==> config.mk <==
export PLATFORM = sky130hd
export DESIGN_NAME = caf_mul
export DESIGN_NICKNAME = d
export VERILOG_FILES = /design/src/hdl/caf_mul.sv
export SDC_FILE = /design/constraint.sdc
export NUM_CORES = 2
export LEC_CHECK = 0
export BUFFER_PORTS_ARGS = -buffer_cell sky130_fd_sc_hd__clkbuf_2
export CAP_MARGIN = 20
export CORE_ASPECT_RATIO = 1.75
export CORE_MARGIN = 5
export CORE_UTILIZATION = 30
export DETAILED_ROUTE_END_ITERATION = 7
export HOLD_SLACK_MARGIN = 0.15
export SETUP_SLACK_MARGIN = 0.5
export SLEW_MARGIN = 20
export SYNTH_ARGS = -nofsm -noshare
export SYNTH_HDL_FRONTEND = slang
export SYNTH_SLANG_ARGS = --single-unit
==> constraint.sdc <==
create_clock -name clk -period 13.3 [get_ports clk]
set_input_delay 1.995 -clock clk [delete_from_list [all_inputs] [get_ports clk]]
set_output_delay 1.995 -clock clk [all_outputs]
set_load 0.02 [all_outputs]
==> src/hdl/caf_mul.sv <==
// ----------------------------------------------------------------------------
// caf_mul
// Shared signed multiplier with a registered product.
// ----------------------------------------------------------------------------
module caf_mul (
	input  logic                clk,
	input  logic signed [32:0]  a,
	input  logic signed [32:0]  b,
	output logic signed [65:0]  p
);

	logic signed [65:0] p_q;

	always_ff @(posedge clk) begin
		p_q <= 66'(a) * 66'(b);
	end

	assign p = p_q;

endmodule

==> qor.csv <==
metric,value,unit
outcome,completed,
hp-start,b[0],
grt_pass1_vias,33315,
cts_tree,done,
drt_pass1_iterations,7,
min-delay-path-class,in -> reg,
std_cell_rows,179,
cts_inserted_buffers,9,
cts_hold_buffers,0,
via_per_inst,4.759,
ys_seq_elements,66,
hold_path_depth,3,
postRouteAntennaNets,0,
crit_required,13580,ps
final_cells,6123,
synth_cells,4338,
cts_sinks,66,
ys.flop_type,dfxtp_1,
drive_gt1_frac,0.05338,
ys_seq_area_frac,0.03244,
syn_nets,5767,
finish.net_count,5733,
yosys.area.top_type,fa_1,
path_class,in -> reg,
clk_pin_slew,60,ps
clock.fmax,102.7,MHz
rsz0062_at_grt,no,
routedWlPerCell,20.62,um
largest_register_ffs,66,
area_growth,6.727,%
critPathMaxFanout,33,
cp-start-kind,input port,
drt_iter0_drc,1461,
cts-root-buf,clkbuf_16,
grt_pass1_wl,193.2,mm
die_h,497.5,um
setup_violations,0,
drv_cap,0,
dpl.cell_count,6103,
place_congestion,0.8879,
synth_top_area_frac,0.5627,
dp_hpwl,101.5,mm
grt_max_degree,34,
synth_edf_count,0,
period_minus_slack,9736,ps
synth.distinct_cells,80,
synth.avg_cell_area,9.390,um2
cts_setup_buffers,0,
setup_tns,0,ps
overflow,0,
die_area,0.1435,mm2
tightestPinTransition,1137,ps
core_area,0.1355,mm2
worstPathArrival,10010,ps
nFillCells,14190,
drt_wl_total,126.2,mm
final_util,0.3208,
whs_endpoint,p[0],
ys_top_cells_by_area,"fa_1, inv_1, and2_1",
start_util,0.3006,
portBuffers,132,
yosys_warnings,0,
fin_crit_sh,0.7320,
maxSlewViolCount,0,
async_reset_ff_frac,0,
max-slew-margin-rel,0.2419,
antenna_found_initial,5,
vias,29142,
synth_area,0.04073,mm2
holdWs,2202,ps
hold_viol_final,0,
ioPinCount,133,
drc,0,
cts_resized,0,
track_usage,0.1783,
clockBufferDepth,2,
cts.htree.levels,3,
endpoint_kind,flip-flop,
fp.dieW,288.5,um
## through the flow
stage | cell area [um2] | setup WS, ps
after floorplan | 40730 | 4069
after global placement | 43140 | 3106
after detailed placement | 43140 | 2964
after CTS | 43460 | 3382
after global routing | 43460 | 3141
final | 43470 | 3564
## layer usage
metal	track usage	vias to the layer above	part of all wire
met5	0	-	0.000095
met4	0.1349	2	0.096
met3	0.01695	404	0.039
met2	0.3411	984	0.56
met1	0.1729	15490	0.31
li1	-	12262	-
## cell families after synthesis
kind of cell | synth area share
AND/OR/NAND/NOR | 0.1578
XOR/XNOR | 0.01462
adder cells (fa/ha/maj) | 0.6294
flip-flops | 0.03244
buffers and inverters | 0.1251
AO/OA/AOI/OAI | 0.04067
## worst max-delay path: stages
cell and delay [ps]:
clkbuf_2 690, nand2_1 290, fa_1 560, inv_1 50, fa_1 650, inv_1 90, fa_1 460, fa_1 540
inv_1 60, fa_1 720, fa_1 490, fa_1 490, inv_1 50, fa_1 470, inv_1 40, ha_1 450
nand3_1 270, nor2_1 240, nand2_1 130, nor3_1 510, o311ai_4 260, nand3_2 180, a211oi_1 80, a311oi_1 220
## layout by cell type, fill, tap and decap left out, types with 8 or more instances in the layout
master / n
fa_1: 1143
inv_1: 1131
and2_1: 562
nand2_1: 551
ha_1: 217
clkbuf_2: 132
nor2_1: 68
dfxtp_1: 66
a21oi_1: 57
buf_4: 44
xnor2_1: 43
a21o_1: 36
o21ai_0: 25
nand3_1: 25
xor2_1: 25
nand2b_1: 12
o21bai_1: 11
nand4_1: 11
clkbuf_16: 9
a31oi_1: 8
## cells in the mapped netlist (12+ instances only)
cell type / n
a21o_1: 36
a21oi_1: 57
and2_1: 562
clkbuf_1: 208
dfxtp_1: 66
fa_1: 1145
ha_1: 217
inv_1: 1131
nand2_1: 551
nand2b_1: 12
nand3_1: 25
nor2_1: 68
o21ai_0: 25
xnor2_1: 43
xor2_1: 25
## layout make-up
class / instances / area, um2 / share of cell area
well taps: 1810 / 2265 / 0.05209
multi-input cells: 2920 / 34320 / 0.7895
repair buffers: 176 / 991.0 / 0.02279
inverters: 1131 / 4245 / 0.09765
flip-flops and latches: 66 / 1321 / 0.03039
diodes: 4 / 10.01 / 0.0002302
clock buffers: 11 / 242.7 / 0.005583
clock inverters: 5 / 77.57 / 0.001784
## worst max path at each step
stage,endpoint,from,slack [ps]
after floorplan,p[62],a[32],4070
after detailed placement,p[62],b[9],2960
after global placement,p[62],b[1],3110
final,p[64],b[9],3560
after CTS,p[62],b[9],3380
after global routing,p[62],b[9],3140
Power is not shown: default switching activity piles up to over one toggle a cycle in this logic, so the estimate is an artifact.
