[config.mk]
export PLATFORM = sky130hd
export DESIGN_NAME = caf_isqrt
export DESIGN_NICKNAME = d
export VERILOG_FILES = /design/src/hdl/caf_isqrt.sv
export SDC_FILE = /design/constraint.sdc
export NUM_CORES = 1
export LEC_CHECK = 0
export BUFFER_PORTS_ARGS = -buffer_cell sky130_fd_sc_hd__buf_4
export CAP_MARGIN = 25
export CORE_ASPECT_RATIO = 0.7
export CORE_MARGIN = 2
export CORE_UTILIZATION = 45
export CTS_BUF_LIST = sky130_fd_sc_hd__clkbuf_4
export CTS_CLUSTER_SIZE = 28
export DETAILED_ROUTE_END_ITERATION = 8
export GPL_TIMING_DRIVEN = 0
export PLACE_DENSITY_LB_ADDON = 0.12
export REMOVE_ABC_BUFFERS = 1
export SYNTH_ARGS = -nofsm -noshare
export SYNTH_HDL_FRONTEND = slang
export SYNTH_SLANG_ARGS = --single-unit
[constraint.sdc]
create_clock -name clk -period 5.6 [get_ports clk]
set_input_delay 0.84 -clock clk [delete_from_list [all_inputs] [get_ports clk]]
set_output_delay 0.84 -clock clk [all_outputs]
set_load 0.01 [all_outputs]
[src/hdl/caf_isqrt.sv]
// ----------------------------------------------------------------------------
// caf_isqrt
// Integer square root, two radicand bits per cycle.
// ----------------------------------------------------------------------------
module caf_isqrt (
	input  logic        clk,
	input  logic        arst_n,
	input  logic        start,
	input  logic [31:0] n,
	output logic        done,
	output logic [15:0] root
);

	logic [31:0] rem_q;
	logic [31:0] res_q;
	logic [31:0] bit_q;
	logic        busy_q;
	logic        done_q;
	logic [31:0] trial;

	assign trial = res_q + bit_q;

	always_ff @(posedge clk or negedge arst_n) begin
		if (!arst_n) begin
			busy_q <= 1'b0;
			done_q <= 1'b0;
		end else begin
			done_q <= 1'b0;
			if (start) begin
				busy_q <= 1'b1;
			end else if (busy_q && bit_q[0]) begin
				busy_q <= 1'b0;
				done_q <= 1'b1;
			end
		end
	end

	always_ff @(posedge clk) begin
		if (start) begin
			rem_q <= n;
			res_q <= '0;
			bit_q <= 32'h4000_0000;
		end else if (busy_q) begin
			if (rem_q >= trial) begin
				rem_q <= rem_q - trial;
				res_q <= (res_q >> 1) + bit_q;
			end else begin
				res_q <= res_q >> 1;
			end
			bit_q <= bit_q >> 2;
		end
	end

	assign done = done_q;
	assign root = res_q[15:0];

endmodule

==> impl_results.md <==
- Outcome: complete, no violations
- Crit end category: register
- Initial antenna violation count: 0
- Mapped cell area: 0.00729 mm2
- Asr flop ratio synth: 2.44%
- Hold violation total from the final report: 0
- Maximum clock frequency: 189 MHz
- Number of port buffers: 51
- Main synth FF type: dfxtp_1
- Die Y: 111 um
- Slew at the pin with the worst max-slew slack: 660 ps
- Max-cap viol count: 0
- Crit-path slowest cell: dfxtp_2
- Die Width: 156 um
- Clk slew on worst S/H paths: 170 ps
- Cell Rows: 38
- CP Class: register to register
- CP Buf/Inv Count: 2
- R2r setup slk: 300 ps
- Final setup viols: 0
- Filler cell count: 1559
- Final core utilization: 50.1%
- Final Cycle Share: 94.6%
- Seq cells post-synth: 82
- First-pass DRT Iterations: 4
- Hpwl dp: 14100 um
- RR Endpoint: rem_q[20]$_DFFE_PP_
- Worst Path Max Fanout: 22
- Crit path capture: rem_q[20]$_DFFE_PP_
- Worst path top cell family by delay: compound AO/OA/AOI/OAI gates
- ANT nets after route: 0
- Placed cell area: 0.00768 mm2
- Clk Tree Root Cell: clkbuf_4
- RSZ-0062 raised after global routing: no
- Ports: 52
- Total core area: 0.0157 mm2
- Most used cell, CP: o21ai_0
- Clk_lat worst skew: 510 ps
- Vias in the first global route: 6072
- Via count: 6435
- Worst min-delay path category: primary input to asynchronous set/reset pin
- Initial Util: 46.5%
- Crit path launch type: register
- EDFF count, synth: 32
- DRC: 0
- Initial DRC Count: 409
- Largest net degree at the start of global routing: 96
- Grt ovf: 0
- Synth cell types: 71
- CTS tree: built
- Final nets: 986
- Area Growth Syn to Fin: 7.80%
- Syn Area/Cell: 8.32 um2
- Clock tree buffer depth: 2
- Cell area power density: 454 mW/mm2
- Final Non-Filler Cells: 1089
- Syn Inst Count: 877
- Syn. warnings: 0
- Number of diodes: 0
- First-pass GRT wire length: 30800 um
- Dpl cells: 1071
- Max Transition Viols Final: 0
- Leak: 3.22 nW
- Required @ worst endpoint: 5870 ps
- CTS Buf Count: 9
- Tot GR Track Use: 22.1%
- Slew Limit Headroom: 55.6%
- Sinks on Clock Net: 82
- Sequential area share after synthesis: 27.0%
- Area of the die: 0.0173 mm2
- Hold WS: 68.0 ps
- Post-route cell area: 0.00786 mm2
- Drt via density: 5.91
- CP Depth: 18
- H-Tree Depth: 3
- Worst R2R Path Depth: 18
- Setup crit start: res_q[8]$_SDFFE_PP0P_
- Worst EP arrival: 5570 ps
- Share of cells above drive strength 1: 12.4%
- Period minus WS final: 5300 ps
- RR Startpoint: res_q[8]$_SDFFE_PP0P_
- Post-DR wirelength/cell: 17.4 um
- Clock skew: 25.9 ps
- Max stage delay on crit path: 410 ps
- IR drop worst, VDD: 0.283 mV
- Routed WL: 19000 um
- RD Place Congestion: 0.870
- Tot Pwr: 0.00357 W
- Critical Path, Cell by Cell: ha_1 -> a31oi_1 -> o21ai_0 -> o21ai_0 -> nand3_1 -> a41o_1 -> a31oi_1 -> xor2_1 -> ha_1 -> a21oi_1 -> nor2_1 -> a211oi_1 -> o21ai_0 -> nor2_2 -> buf_4 -> nand2_4 -> a21o_2 -> buf_16
[cells by family after synthesis]
| logic type | share of synthesized area [%] |
|---|---|
| mux | 3.89 |
| compound gates | 25.9 |
| flops | 27.0 |
| xor+xnor | 8.16 |
| fa+ha+maj | 11.6 |
| simple gates | 17.5 |
| buf+inv | 5.90 |
[report_power, final]
| part | switching, W | leakage [nW] | internal (W) |
|---|---|---|---|
| logic | 0.00132 | 2.39 | 0.000889 |
| clock network | 0.000258 | 0.0794 | 0.000144 |
| registers | 0.000114 | 0.745 | 0.000845 |
[sequential cells by signal, summed over array words and instances, names as in the netlist]
| signal | count |
|---|---|
| busy_q | 1 |
| done | 1 |
| res_q | 32 |
| rem_q | 32 |
| bit_q | 16 |
[cells in the mapped netlist (all sizes together), types with 4 or more instances]
master	instances	share of area, %
inv	27	1.4
buf	31	3.0
a21o	21	2.2
o21ai	65	4.5
a21oi	53	3.8
a221oi	7	1.1
o21bai	8	0.82
and4	6	0.72
or3	9	0.77
a31o	9	1.1
o31ai	9	0.93
ha	66	11
and2	6	0.55
xor2	28	3.4
nand2b	4	0.34
nand3	19	1.4
a211o	5	0.60
mux2i	25	3.4
and3	7	0.60
edfxtp	32	13
nand2	86	4.4
clkbuf	30	1.5
nor3	15	1.0
nor4	5	0.63
a311oi	10	1.2
a211oi	20	2.1
nor2	80	4.1
a31oi	27	2.4
o32ai	5	0.60
a21boi	7	0.72
nand4	14	1.3
o21a	4	0.41
o31a	5	0.60
nor2b	8	0.69
xnor2	40	4.8
dfxtp	48	13
[worst min path at each step]
stage,to,from,slack [ps],depth (start not counted)
finish,busy_q$_DFFE_PN0P_,arst_n,70,1
CTS,busy_q$_DFFE_PN0P_,arst_n,20,1
floorplan,done$_DFF_PN0_,bit_q[0]$_SDFFE_PP0P_,460,2
global placement,done$_DFF_PN0_,bit_q[0]$_SDFFE_PP0P_,510,2
global route,busy_q$_DFFE_PN0P_,arst_n,30,1
detailed placement,res_q[0]$_SDFFE_PP0P_,res_q[0]$_SDFFE_PP0P_,500,2
[placed cells by master (no fill, tap or decap), types with 5 or more instances in the layout]
cell      count
o21bai_1      8
nand2_1      85
ha_1         66
inv_1        26
or3_1         9
buf_4        54
a211oi_1     20
and3_1        7
a31oi_1      26
o31a_1        5
nor2b_1       8
nor2_1       79
a31o_2        9
nor3_1       15
clkbuf_4      9
dfxtp_1      45
xnor2_1      40
a211o_1       5
o21ai_0      59
o32ai_1       5
and2_1        5
mux2i_1      25
o21ai_1       5
and4_1        6
o31ai_1       9
nand4_1      13
a21oi_1      50
a311oi_1     10
nand3_1      18
a21boi_0      7
xor2_1       28
edfxtp_1     32
a21o_1       20
[layer usage]
metal  global-route usage, %  part of all wire (%)  vias to the layer above
met4                    5.63                   1.0                        0
li1                        -                     -                     3277
met1                    35.0                    55                     3008
met2                    30.5                    40                      136
met3                    3.69                   3.9                       14
met5                       0                     0                        -
[cell type report]
cell class                      instances  area [um2]  share of cell area, %
Clock inverter                          7        83.8                   1.07
Clock buffer                            9        67.6                  0.859
Tap cell                              200         250                   3.18
Multi-Input combinational cell        707        4900                   62.4
Timing Repair Buffer                   57         480                   6.11
Sequential cell                        82        1980                   25.1
Inverter                               27         101                   1.29
[stage by stage]
stage / setup slack (ps) / TNS [ps]
after floorplan: 616 / 0
after global placement: -1230 / -45590
after detailed placement: -512 / -14520
after CTS: 55.6 / 0
after global routing: 30.2 / 0
final: 300 / 0
[repair_timing]
item	CTS	global route
resized for setup	2	5
hold buffers	0	0
buffers inserted	2	0
setup endpoints to repair	36	42
gates cloned	0	0
pin swaps	1	0
[worst reg2reg max path, cell delays in order (launching register included)]
cell	delay, ps
dfxtp_2	410
ha_1	360
a31oi_1	320
o21ai_0	130
o21ai_0	310
nand3_1	200
a41o_1	320
a31oi_1	220
xor2_1	300
ha_1	380
a21oi_1	270
nor2_1	80
a211oi_1	240
o21ai_0	130
nor2_2	280
buf_4	290
nand2_4	190
a21o_2	400
buf_16	220
(Power assumes the default switching activity.)
