File: config.mk
export PLATFORM = sky130hd
export DESIGN_NAME = caf_cordic
export DESIGN_NICKNAME = d
export VERILOG_FILES = /design/src/hdl/caf_pkg.sv /design/src/hdl/caf_cordic.sv
export SDC_FILE = /design/constraint.sdc
export NUM_CORES = 1
export LEC_CHECK = 0
export BUFFER_PORTS_ARGS = -buffer_cell sky130_fd_sc_hd__buf_2
export CELL_PAD_IN_SITES_DETAIL_PLACEMENT = 1
export CELL_PAD_IN_SITES_GLOBAL_PLACEMENT = 1
export CORE_AREA = 2 2 192 194
export CTS_CLUSTER_SIZE = 24
export DETAILED_ROUTE_END_ITERATION = 8
export DIE_AREA = 0 0 194 196
export PLACE_DENSITY_LB_ADDON = 0.05
export SLEW_MARGIN = 40
export SYNTH_ARGS = -nofsm -noshare
export SYNTH_HDL_FRONTEND = slang
export SYNTH_SLANG_ARGS = --single-unit
File: constraint.sdc
create_clock -name clk -period 7.25 [get_ports clk]
set_clock_uncertainty 0.1 [all_clocks]
set_input_delay 0.3625 -clock clk [delete_from_list [all_inputs] [get_ports clk]]
set_output_delay 0.3625 -clock clk [all_outputs]
set_load 0.05 [all_outputs]
File: src/hdl/caf_pkg.sv
// ----------------------------------------------------------------------------
// caf_pkg
// Shared types, constants and functions of the complementary attitude filter.
// ----------------------------------------------------------------------------
package caf_pkg;

	typedef enum logic [3:0] {
		S_IDLE,
		S_INT_MUL,
		S_INT_ACC,
		S_SQ_B,
		S_SQ_C,
		S_SQ_SUM,
		S_SQRT,
		S_CORDIC,
		S_TK_MUL,
		S_TK_ACC,
		S_BL_G,
		S_BL_T,
		S_BL_SUM,
		S_RAD_MUL,
		S_RAD_ACC,
		S_DONE
	} caf_state_t;

	// Register indexes on the configuration port.
	localparam logic REG_GYRO_WEIGHT   = 1'b0;
	localparam logic REG_SAMPLE_PERIOD = 1'b1;

	localparam logic [16:0] WEIGHT_RESET = 17'd64225;
	localparam logic [24:0] PERIOD_RESET = 25'd83886;
	localparam logic [16:0] ONE_Q16      = 17'd65536;

	localparam logic signed [32:0] DEG_PER_RAD_Q24 = 33'sd961263669;
	localparam logic signed [32:0] RAD_PER_DEG_Q32 = 33'sd74961321;

	// Arc tangent of 2^-i as a Q2.30 radian angle.
	function automatic logic [29:0] atan_q30(input logic [4:0] i);
		logic [29:0] v;
		case (i)
			5'd0:  v = 30'd843314857;
			5'd1:  v = 30'd497837829;
			5'd2:  v = 30'd263043836;
			5'd3:  v = 30'd133525159;
			5'd4:  v = 30'd67021687;
			5'd5:  v = 30'd33543516;
			5'd6:  v = 30'd16775851;
			5'd7:  v = 30'd8388437;
			5'd8:  v = 30'd4194283;
			5'd9:  v = 30'd2097149;
			5'd10: v = 30'd1048576;
			5'd11: v = 30'd524288;
			5'd12: v = 30'd262144;
			5'd13: v = 30'd131072;
			5'd14: v = 30'd65536;
			5'd15: v = 30'd32768;
			5'd16: v = 30'd16384;
			5'd17: v = 30'd8192;
			5'd18: v = 30'd4096;
			5'd19: v = 30'd2048;
			5'd20: v = 30'd1024;
			5'd21: v = 30'd512;
			5'd22: v = 30'd256;
			5'd23: v = 30'd128;
			5'd24: v = 30'd64;
			5'd25: v = 30'd32;
			5'd26: v = 30'd16;
			5'd27: v = 30'd8;
			5'd28: v = 30'd4;
			5'd29: v = 30'd2;
			5'd30: v = 30'd1;
			default: v = 30'd0;
		endcase
		return v;
	endfunction

	function automatic logic signed [31:0] sat32(input logic signed [66:0] v);
		logic signed [31:0] r;
		if (v > 67'sd2147483647) begin
			r = 32'sh7FFFFFFF;
		end else if (v < -67'sd2147483648) begin
			r = 32'sh80000000;
		end else begin
			r = v[31:0];
		end
		return r;
	endfunction

endpackage

File: src/hdl/caf_cordic.sv
// ----------------------------------------------------------------------------
// caf_cordic
// Vectoring CORDIC giving atan2(a, r) as a Q2.30 radian angle, one step a cycle.
// ----------------------------------------------------------------------------
module caf_cordic #(
	parameter int STEPS = 16
) (
	input  logic               clk,
	input  logic               arst_n,
	input  logic               start,
	input  logic [15:0]        r,
	input  logic signed [15:0] a,
	output logic               done,
	output logic signed [32:0] z
);

	localparam int CW = $clog2(STEPS);

	logic signed [33:0] x_q;
	logic signed [33:0] y_q;
	logic signed [33:0] z_q;
	logic [CW-1:0]      cnt_q;
	logic               busy_q;
	logic               done_q;
	logic               zero_q;
	logic signed [33:0] dx;
	logic signed [33:0] dy;
	logic signed [33:0] step_ang;

	assign dx       = y_q >>> cnt_q;
	assign dy       = x_q >>> cnt_q;
	assign step_ang = $signed({4'b0, caf_pkg::atan_q30(5'(cnt_q))});

	always_ff @(posedge clk or negedge arst_n) begin
		if (!arst_n) begin
			busy_q <= 1'b0;
			done_q <= 1'b0;
		end else begin
			done_q <= 1'b0;
			if (start) begin
				busy_q <= 1'b1;
			end else if (busy_q && cnt_q == CW'(STEPS - 1)) begin
				busy_q <= 1'b0;
				done_q <= 1'b1;
			end
		end
	end

	always_ff @(posedge clk) begin
		if (start) begin
			x_q    <= $signed({4'b0, r, 14'b0});
			y_q    <= 34'($signed({a, 14'b0}));
			z_q    <= '0;
			cnt_q  <= '0;
			zero_q <= (r == 16'd0) && (a == 16'sd0);
		end else if (busy_q) begin
			if (!y_q[33]) begin
				x_q <= x_q + dx;
				y_q <= y_q - dy;
				z_q <= z_q + step_ang;
			end else begin
				x_q <= x_q - dx;
				y_q <= y_q + dy;
				z_q <= z_q - step_ang;
			end
			cnt_q <= cnt_q + CW'(1);
		end
	end

	// With no acceleration on any axis the tilt is taken as level.
	assign z    = zero_q ? 33'sd0 : z_q[32:0];
	assign done = done_q;

endmodule

==> results.py <==
metrics = {
    "clocking": {
        "clock_tree.buffer_depth": 2,
        "post_cts_resized": 0,
        "clkSlewWorstSetupHoldPaths_ns": 0.07,
        "cts-root-buf": "sky130_fd_sc_hd__clkbuf_16",
        "cts_hold_buf": 1,
        "tritoncts.num_buffers": 17,
        "tritoncts_num_sinks": 137,
        "cts_post_setup_buffers_inserted": 0,
        "cts_max_level": 4,
        "cts_tree": "built",
        "clock_insertion_delay_worst_skew_ns": 0.45,
    },
    "route": {
        "via_count": 15330,
        "detailedRoute.firstIterationViolations": 900,
        "route.antenna.remaining_nets": 0,
        "routedWlPerCell_um": 22.18,
        "drt-vias-per-instance": 6.182,
        "drt_pre_antenna_iters": 5,
        "detail_route.wirelength_um": 54990,
        "route.detailed.drc": 0,
    },
    "flow_run": {
        "drv_cap": 0,
    },
    "die": {
        "site_rows": 70,
        "die_h_um": 196,
        "initial_core_util_pct": 44.46,
        "design.die.area_sq_um": 38020,
        "io_pins": 69,
        "die_width_um": 194,
        "core_area_sq_um": 36080,
    },
    "yosys": {
        "synth-edff-count": 37,
        "post-synth-top-area-cell": "sky130_fd_sc_hd__dfxtp_1",
        "synth.most_common_cell": "sky130_fd_sc_hd__nor2_1",
        "synth_top_flop_cell": "sky130_fd_sc_hd__dfxtp_1",
        "synth_nets": 2141,
        "yosys_warnings": 0,
        "postSynthAreaPerCell_sq_um": 8.046,
        "ys_seq_area_share_pct": 19.47,
        "post_synth_inst_count": 1994,
        "syn_area_sq_um": 16040,
        "ys_top_cells_by_area": "sky130_fd_sc_hd__dfxtp_1, sky130_fd_sc_hd__ha_1, sky130_fd_sc_hd__mux4_2, sky130_fd_sc_hd__edfxtp_1, sky130_fd_sc_hd__xnor2_1",
        "yosys_register_bits": 137,
        "post-synth-top-area-fraction_pct": 12.23,
        "ys_async_sr_fraction_pct": 1.460,
        "synth.cells.most_frequent": "sky130_fd_sc_hd__nor2_1, sky130_fd_sc_hd__nand2_1, sky130_fd_sc_hd__a21oi_1",
        "synth_cell_type_count": 90,
    },
    "placed_design": {
        "dp_hpwl_um": 42100,
        "io_buffer_count": 68,
        "dpl_cell_area_sq_um": 16660,
        "finalWeightedCongestion": 0.9189,
    },
    "timing": {
        "fmaxAchievable_ghz": 0.1575,
        "pin_slew_with_the_least_headroom_to_its_limit_ns": 0.8303,
        "final_period_minus_worst_setup_slack_ns": 6.348,
        "setup_viol": 0,
        "layout_worst_path_cycle_share_pct": 87.56,
        "grt_setup_unrepaired": "no",
        "final.setup.tns_ns": 0,
        "slew_headroom_pct": 44.64,
        "finalHoldViolations": 0,
        "timing_max_transition_violations_final": 0,
    },
    "worst_setup_path": {
        "worst-path-max-fanout": 56,
        "cp_slowest_cell": "sky130_fd_sc_hd__dfxtp_4",
        "crit_path_start_kind": "flop",
        "cp_common_cell": "sky130_fd_sc_hd__a21oi_1",
        "worstRegToRegCells": 23,
        "worstPathArrival_ns": 6.43,
        "timing.critical_path.slowest_cell_delay_ns": 0.79,
        "crit_chain": "buf_4 -> mux2_2 -> nor2_1 -> nor2_1 -> a21oi_1 -> nand2_1 -> o21ai_0 -> ha_1 -> nor2b_2 -> nor3b_2 -> a21oi_1 -> xor2_1 -> ha_1 -> and3_1 -> and3_1 -> a22oi_1 -> a21oi_1 -> or3_1 -> o41a_1 -> a211o_1 -> o31a_1 -> xnor2_1 -> o21ai_1",
        "critical_path.endpoint_type": "flop",
        "worstPathRequired_ns": 7.33,
        "timing_worst_setup_path_type": "reg -> reg",
    },
    "global_route": {
        "grt-ovfl-total": 0,
        "grt_pass1_wl_um": 88470,
        "track_usage_pct": 29.18,
        "grt_pass1_vias": 16000,
        "antenna_found_initial": 1,
        "pin_count_of_the_biggest_net_entering_global_routing": 68,
    },
    "outcome": {
        "run_status": "finished clean",
    },
    "final_layout": {
        "layout-drive-gt1-share_pct": 12.53,
        "area_occupied_by_multi_input_gates_sq_um": 12200,
        "finalCoreUtilization_pct": 47.89,
        "layout.nets": 2145,
        "seqCellArea_sq_um": 3139,
        "fin_area_sq_um": 17280,
        "syn2layout_area_growth_pct": 7.713,
        "count_of_antenna_diodes_in_the_layout": 0,
        "nFillCells": 4392,
    },
    "hold_path": {
        "min_path_type": "in -> reg",
        "hold_depth": 3,
    },
}
-- worst max-delay path, delay by kind of cell (launching register included) --
kind | cells | cell delay, ns
AO/OA/AOI/OAI | 9 | 1.83
XOR/XNOR | 2 | 0.36
adder cells (fa/ha/maj) | 2 | 0.59
buffers and inverters | 1 | 0.36
flip-flops | 1 | 0.79
multiplexers | 1 | 0.38
AND/OR/NAND/NOR | 8 | 1.64
-- logic make-up (layout without fill, tap and decap cells) --
logic type	Yosys count	count (layout)	share of synthesized area [%]
and+or+nand+nor	686	686	20.61
adders and majority gates	112	112	8.875
muxes	184	184	16.25
DFF	137	137	19.47
xor gates and xnor gates	154	154	8.407
buffers and inverters	165	182	4.492
AOI/OAI and AO/OA	556	556	21.91
-- per-layer routing --
metal,global-route usage [%],wire (um),up-vias
met5,0,0,-
met1,35.80,23540,7526
li1,-,-,7347
met2,50.82,26780,331
met3,4.212,2213,121
met4,13.02,2460,0
-- sequential cells by signal, indices dropped and copies added, names as in the netlist --
name / flops
busy_q: 1
cnt_q: 4
done: 1
step_ang: 29
x_q: 34
y_q: 34
z_q: 33
zero_q: 1
-- stage by stage --
step / std cells / worst slack, ns / hold slack, ns
finish: 2479 / 0.9020 / 0.1018
floorplan: 1994 / 1.575 / -0.03309
global placement: 2445 / 0.8846 / 0.04643
detailed placement: 2445 / 0.7423 / 0.05472
CTS: 2478 / 0.7192 / 0.08858
global route: 2479 / 0.3674 / 0.1093
-- worst paths after layout --
kind	end	startpoint	slack [ns]
min in group asynchronous	busy_q	arst_n	0.13
max in group asynchronous	busy_q	arst_n	6.81
hold / removal	x_q[23]	r[9]	0.10
setup / recovery	y_q[33]	cnt_q[2]	0.90
setup reg to reg	y_q[33]	cnt_q[2]	0.90
hold reg to reg	z_q[0]	z_q[0]	0.38
-- cell usage in the layout (no fill, tap or decap), drive strengths merged, types with 14 or more instances in the layout --
cell type	count
a21oi	167
nor3	40
o21a	15
nor2	218
clkbuf	18
nand2	181
o31ai	15
inv	65
mux2i	89
dfxtp	98
mux2	38
nand3	41
nand2b	24
o211ai	20
edfxtp	37
or2	14
a211oi	32
o21ai	131
a21o	46
and3	24
mux4	57
xor2	44
ha	109
xnor2	110
and2	25
buf	89
nor4	19
nor2b	52
a31oi	25
-- final cells by class --
cell class	count	share of cell area, %
multi-input cells	1692	70.62
flip-flops and latches	137	18.17
well taps	468	3.389
repair buffers	90	3.099
clock buffers	18	2.484
inverters	60	1.318
clock inverters	14	0.9268
Power is left out: the tool's default activity adds up to more than one toggle a clock period on the data nets, which glitch-free logic cannot reach.
